--- src/rtl/core/bsfn_pkg.sv ---
// Shared types, constants and helper functions for the bitset store with find-next.
package bsfn_pkg;

  // Bitset geometry
  localparam int unsigned LIMB_COUNT_MAX = 16;
  localparam int unsigned LIMB_W         = 64;
  localparam int unsigned LIMB_IDX_W     = 6;
  localparam int unsigned BIT_INDEX_W    = 11;
  localparam int unsigned LIMB_SEL_W     = BIT_INDEX_W - LIMB_IDX_W;
  localparam int unsigned NEXT_W         = 10;
  localparam int unsigned REQ_W          = 3;
  localparam int unsigned CFG_W          = 5;

  localparam logic [CFG_W-1:0] LIMB_COUNT_RST = CFG_W'(16);

  // Request codes
  typedef enum logic [REQ_W-1:0] {
    REQ_TEST    = 3'd0,
    REQ_ADD     = 3'd1,
    REQ_DISCARD = 3'd2,
    REQ_FIND    = 3'd3,
    REQ_FIRST_N = 3'd4
  } req_e;

  // Controller states
  typedef enum logic [1:0] {
    ST_IDLE,
    ST_EXEC,
    ST_SCAN,
    ST_RESP
  } state_e;

  // Command broadcast from the controller to every cell
  typedef struct packed {
    logic                  exec;
    req_e                  op;
    logic [LIMB_SEL_W-1:0] limb_sel;
    logic [LIMB_IDX_W-1:0] bit_sel;
    logic [LIMB_SEL_W-1:0] limbs;
    logic [LIMB_SEL_W-1:0] fill_full;
    logic [LIMB_IDX_W-1:0] fill_rem;
  } cmd_t;

  // Per-cell status
  typedef struct packed {
    logic              token;
    logic              pass;
    logic              hit;
    logic              term;
    logic              member;
    logic [NEXT_W-1:0] pos;
  } stat_t;

  // Combined status seen by the controller
  typedef struct packed {
    logic              done;
    logic              found;
    logic              member;
    logic [NEXT_W-1:0] pos;
  } sum_t;

  // Position of the lowest set bit: isolate it, then encode the one-hot word
  function automatic logic [LIMB_IDX_W-1:0] lowest_pos(input logic [LIMB_W-1:0] w);
    logic [LIMB_W-1:0]     iso;
    logic [LIMB_IDX_W-1:0] pos;
    iso = w & (~w + LIMB_W'(1));
    pos = '0;
    for (int k = 0; k < LIMB_W; k++) begin
      if (iso[k]) begin
        pos = pos | LIMB_IDX_W'(k);
      end
    end
    return pos;
  endfunction

endpackage

--- src/rtl/core/bsfn_ctrl.sv ---
// Request sequencer: decodes a request, drives the cell row and builds the result.
module bsfn_ctrl #(
  parameter int unsigned LimbCountMax = bsfn_pkg::LIMB_COUNT_MAX
) (
  input  logic                             clk_i,
  input  logic                             rst_ni,
  input  logic                             start,
  output logic                             busy,
  input  logic [bsfn_pkg::REQ_W-1:0]       req_type_i,
  input  logic [bsfn_pkg::BIT_INDEX_W-1:0] bit_index_i,
  input  logic [bsfn_pkg::CFG_W-1:0]       limb_count_i,
  input  bsfn_pkg::sum_t                   sum_i,
  output bsfn_pkg::cmd_t                   cmd_o,
  output logic                             result_valid_o,
  output logic                             is_member_o,
  output logic [bsfn_pkg::NEXT_W-1:0]      next_index_o,
  output logic                             not_found_o,
  output logic                             range_error_o
);
  import bsfn_pkg::*;

  state_e             state_q, state_d;
  cmd_t               cmd_q, cmd_d;
  logic               rerr_q, rerr_d;
  logic               member_q, member_d;
  logic [NEXT_W-1:0]  next_q, next_d;
  logic               nf_q, nf_d;

  logic [LIMB_SEL_W-1:0]  limbs;
  logic [BIT_INDEX_W-1:0] len, fill_n;
  logic                   rerr_in;

  // Limbs in use, clamped to one and to the store size
  always_comb begin
    limbs = (limb_count_i == '0) ? LIMB_SEL_W'(1) : LIMB_SEL_W'(limb_count_i);
    if (32'(limbs) > LimbCountMax) begin
      limbs = LIMB_SEL_W'(LimbCountMax);
    end
  end

  assign len     = {limbs, {LIMB_IDX_W{1'b0}}};
  assign fill_n  = (bit_index_i > len) ? len : bit_index_i;
  assign rerr_in = (req_type_i <= REQ_FIND) &&
                   (bit_index_i[BIT_INDEX_W-1:LIMB_IDX_W] >= limbs);

  always_ff @(posedge clk_i or negedge rst_ni) begin
    if (!rst_ni) begin
      state_q <= ST_IDLE;
    end else begin
      state_q <= state_d;
    end
  end

  always_ff @(posedge clk_i) begin
    cmd_q    <= cmd_d;
    rerr_q   <= rerr_d;
    member_q <= member_d;
    next_q   <= next_d;
    nf_q     <= nf_d;
  end

  // Next state and result capture
  always_comb begin
    state_d  = state_q;
    cmd_d    = cmd_q;
    rerr_d   = rerr_q;
    member_d = member_q;
    next_d   = next_q;
    nf_d     = nf_q;
    case (state_q)
      ST_IDLE: begin
        if (start) begin
          cmd_d.exec      = 1'b0;
          cmd_d.op        = req_e'(req_type_i);
          cmd_d.limb_sel  = bit_index_i[BIT_INDEX_W-1:LIMB_IDX_W];
          cmd_d.bit_sel   = bit_index_i[LIMB_IDX_W-1:0];
          cmd_d.limbs     = limbs;
          cmd_d.fill_full = fill_n[BIT_INDEX_W-1:LIMB_IDX_W];
          cmd_d.fill_rem  = fill_n[LIMB_IDX_W-1:0];
          rerr_d          = rerr_in;
          member_d        = 1'b0;
          next_d          = '0;
          nf_d            = 1'b0;
          state_d         = ST_EXEC;
        end
      end
      ST_EXEC: begin
        if (rerr_q) begin
          state_d = ST_RESP;
        end else begin
          case (cmd_q.op)
            REQ_TEST: begin
              member_d = sum_i.member;
              state_d  = ST_RESP;
            end
            REQ_FIND: begin
              state_d = ST_SCAN;
            end
            default: begin
              state_d = ST_RESP;
            end
          endcase
        end
      end
      ST_SCAN: begin
        if (sum_i.done) begin
          nf_d    = !sum_i.found;
          next_d  = sum_i.pos;
          state_d = ST_RESP;
        end
      end
      ST_RESP: begin
        state_d = ST_IDLE;
      end
      default: begin
        state_d = ST_IDLE;
      end
    endcase
  end

  // Command is held for the whole request; it acts only in the execute cycle
  always_comb begin
    cmd_o      = cmd_q;
    cmd_o.exec = (state_q == ST_EXEC) && !rerr_q;
  end

  assign busy           = (state_q != ST_IDLE);
  assign result_valid_o = (state_q == ST_RESP);
  assign is_member_o    = member_q;
  assign next_index_o   = next_q;
  assign not_found_o    = nf_q;
  assign range_error_o  = rerr_q;

endmodule

--- config.mk ---
export PLATFORM = sky130hd
export DESIGN_NAME = bsfn_ctrl
export DESIGN_NICKNAME = d
export VERILOG_FILES = /design/src/rtl/core/bsfn_pkg.sv /design/src/rtl/core/bsfn_ctrl.sv
export SDC_FILE = /design/constraint.sdc
export NUM_CORES = 1
export LEC_CHECK = 0
export BUFFER_PORTS_ARGS = -buffer_cell sky130_fd_sc_hd__buf_4
export CAP_MARGIN = 20
export CORE_MARGIN = 2
export CORE_UTILIZATION = 42
export CTS_CLUSTER_SIZE = 24
export DETAILED_ROUTE_END_ITERATION = 10
export GPL_ROUTABILITY_DRIVEN = 0
export GPL_TIMING_DRIVEN = 0
export PLACE_DENSITY = 0.74
export SYNTH_ARGS = -nofsm -noshare
export SYNTH_HDL_FRONTEND = slang
export SYNTH_SLANG_ARGS = --single-unit
--- constraint.sdc ---
create_clock -name clk_i -period 1.8 [get_ports clk_i]
set_input_delay 0.09 -clock clk_i [delete_from_list [all_inputs] [get_ports clk_i]]
set_output_delay 0.09 -clock clk_i [all_outputs]
set_load 0.005 [all_outputs]
==> flow_summary.toml <==
[status]
outcome = "finished clean"

[timing]
fin_skew_ns = 0.00295
setup_violations = 0
period_needed_ns = 1.76
fmax_mhz = 569
relSlewSlack_pct = 72.8
tightest_slew_ns = 0.408
hold_slack_ns = 0.0684
hold_violations = 0
timing.final.crit_share_pct = 97.6
drv_slew = 0
rsz0062_at_grt = "false"

[synthesis]
netlist_instances = 120
synth_area_sq_um = 1910
ys_seq_elements = 45
yosysTopAreaCell = "edfxtp_1"
yosys_warnings = 0
ys_top_cells_by_area = "edfxtp_1, ha_1, and2_1"
synth.net_count = 164
synth.distinct_cells = 30
avgSynthCellArea_sq_um = 15.9
netlist.area_leader.share_pct = 67.5
seq_area_frac_synth_pct = 70.2

[floorplanning]
initial_core_util_pct = 43.6
die_w_um = 71.5
ios = 81
num_rows = 24
dieArea_sq_um = 5110
core_sq_um = 4380
die_h_um = 71.5

[pwr]
clkPwrFrac_pct = 17.4
power.internal_mw = 2.40
ir_worst_vdd_uv = 486
power_frac_comb_pct = 33.5
p_sw_share_pct = 27.8
total_power_mw = 3.32
p_leak_nw = 1.25
p_switching_mw = 0.922
power_density_nw_per_um2 = 1160
seqPwrFrac_pct = 49.0

[placement]
dp.cells = 252
io_buffers = 80
placed_area_sq_um = 2580
hpwlAfterDp_um = 2850

[run]
maxCapViolCount = 0

[routing]
wl_um = 3930
drc = 0
wire_per_inst_um = 14.1
drt_first_pass_iters = 4
vias = 1330
postRouteAntennaNets = 0
drt-initial-drc-count = 25
drt-vias-per-instance = 4.78

[clock_tree]
clkSinkCount = 45
htree_levels = 2
cts_buffer_depth = 2
insertion_delay_ns = 0.29
root_buffer = "clkbuf_8"
path_clk_slew_ns = 0.08
cts_made_buffers = 5
cts_tree = "built"

[critical_path]
worstSetupPathType = "primary input to flop"
worst_path_max_delay_cell = "dlygate4sd3_1"
arrival_ns = 1.80
crit_buf_inv = 3
path_cells = "dlygate4sd3_1, buf_4, nor4_4, and4_4, a21oi_4, buf_6, mux2_4"
required_ns = 1.85
worstPathMaxFanout = 6
cp_slowest_stage_delay_ns = 0.54
end_kind = "flop"
startpoint_type = "primary input"
critical_path.top_delay_family = "buffers and inverters"

[final_layout]
area_growth_pct = 49.7
final_layout_size_suffix_gt1_share_pct = 48.2
final_util_pct = 65.3
stdcell_count = 278
finish.instance_area_sq_um = 2860
nets = 269
antenna_cells = 0

[global_route]
overflow = 0
grt_max_degree = 32
grt_pass1_wl_um = 6130
track_usage_pct = 15.7
antenna_found_initial = 0
grt_pass1_vias = 1337

[min_path]
hold_class = "primary input to flop"
[Yosys cell counts]
cell type / number
nor3_1: 1
a21o_1: 1
inv_1: 8
nand2b_1: 1
a21oi_2: 1
nor2_1: 4
ha_1: 9
o21a_1: 2
o21ai_0: 1
and2_1: 13
and3_4: 1
and3_1: 1
and3_2: 1
o21ai_2: 1
or4_1: 1
a21oi_1: 1
edfxtp_1: 43
clkbuf_1: 2
a21oi_4: 1
nand2_1: 6
mux2_4: 5
nor2b_1: 3
a31oi_1: 2
o22a_1: 1
and2b_2: 4
nor4_2: 1
mux2i_1: 1
dfrtp_1: 2
and4_4: 1
o31ai_1: 1
[path summary, 6_finish.rpt]
| kind | cells past startpoint | startpoint | slack (ns) | to |
|---|---|---|---|---|
| max | 7 | bit_index_i[0] | 0.04 | cmd_o[6]$_DFFE_PP_ |
| min | 2 | sum_i[11] | 0.07 | not_found_o$_SDFFCE_PN0P_ |
| max reg2reg | 5 | state_q[0]$_DFFE_PN0P_ | 0.14 | next_index_o[8]$_SDFFCE_PN0P_ |
| min reg2reg | 1 | state_q[0]$_DFFE_PN0P_ | 0.65 | state_q[0]$_DFFE_PN0P_ |
| max in group asynchronous | 2 | rst_ni | 1.60 | state_q[0]$_DFFE_PN0P_ |
| min in group asynchronous | 2 | rst_ni | 0.11 | state_q[1]$_DFFE_PN0P_ |
[registers in the layout, indices dropped and copies added, names as in the netlist]
register and cells:
cmd_o 30, not_found_o 1, state_q 2, next_index_o 10, is_member_o 1, range_error_o 1
[routing by layer]
layer / part of all wire (%) / vias up / global-route usage [%]
met4: 0.56 / 0 / 6.29
li1: - / 643 / -
met3: 9.9 / 4 / 5.63
met5: 0 / - / 0
met1: 38 / 621 / 17.2
met2: 51 / 62 / 27.6
[cell families after synthesis]
| kind of cell | after synthesis | share of synthesized area (%) |
|---|---|---|
| AO/OA/AOI/OAI | 12 | 4.97 |
| AND/OR/NAND/NOR | 38 | 12.6 |
| flip-flops | 45 | 70.2 |
| adder cells (fa/ha/maj) | 9 | 5.89 |
| multiplexers | 6 | 4.45 |
| buffers and inverters | 10 | 1.96 |
[power groups by stage]
stage	Combinational, mW	Clock (mW)	Sequential, mW
after floorplan	0.451	0	1.68
after global placement	1.01	0	1.64
after detailed placement	1.05	0	1.66
final	1.11	0.579	1.63
after CTS	1.10	0.599	1.63
after global routing	1.23	0.638	1.66
[placed cells by master (no fill, tap or decap), drive strengths merged, types with 3 or more instances in the layout]
master / n
dlygate4sd3: 15
nand2: 6
ha: 9
clkinv: 3
and3: 3
nor2b: 3
mux2: 5
buf: 83
clkbuf: 7
edfxtp: 43
and2b: 4
nor2: 4
inv: 8
a21oi: 3
and2: 13
[area by class of cell]
class	count	area, sq um
fill	351	1520
clock inverter	3	12.5
multi-input combinational	65	554
buffer	2	8.76
tap	52	65.1
timing repair buffer	98	781
inverter	8	30.0
clock buffer	5	68.8
sequential	45	1340
[per-stage QoR]
stage | setup TNS [ns] | setup slack, ns
2_1_floorplan | 0 | 0.00165
3_3_place_gp | -2.56 | -0.320
3_5_place_dp | -5.26 | -0.428
4_1_cts | 0 | 0.0243
5_1_grt | 0 | 0.00692
6_report | 0 | 0.0437
[timing repair]
item / in CTS / in global routing
hold buffers: 15 / 0
pin swaps: 0 / 2
cloned: 0 / 0
gates resized for setup: 3 / 6
setup buffers: 2 / 1
hold endpoints to repair: 16 / 0
setup endpoints to repair: 51 / 16
No activity file was read; power rests on OpenSTA's default activity.
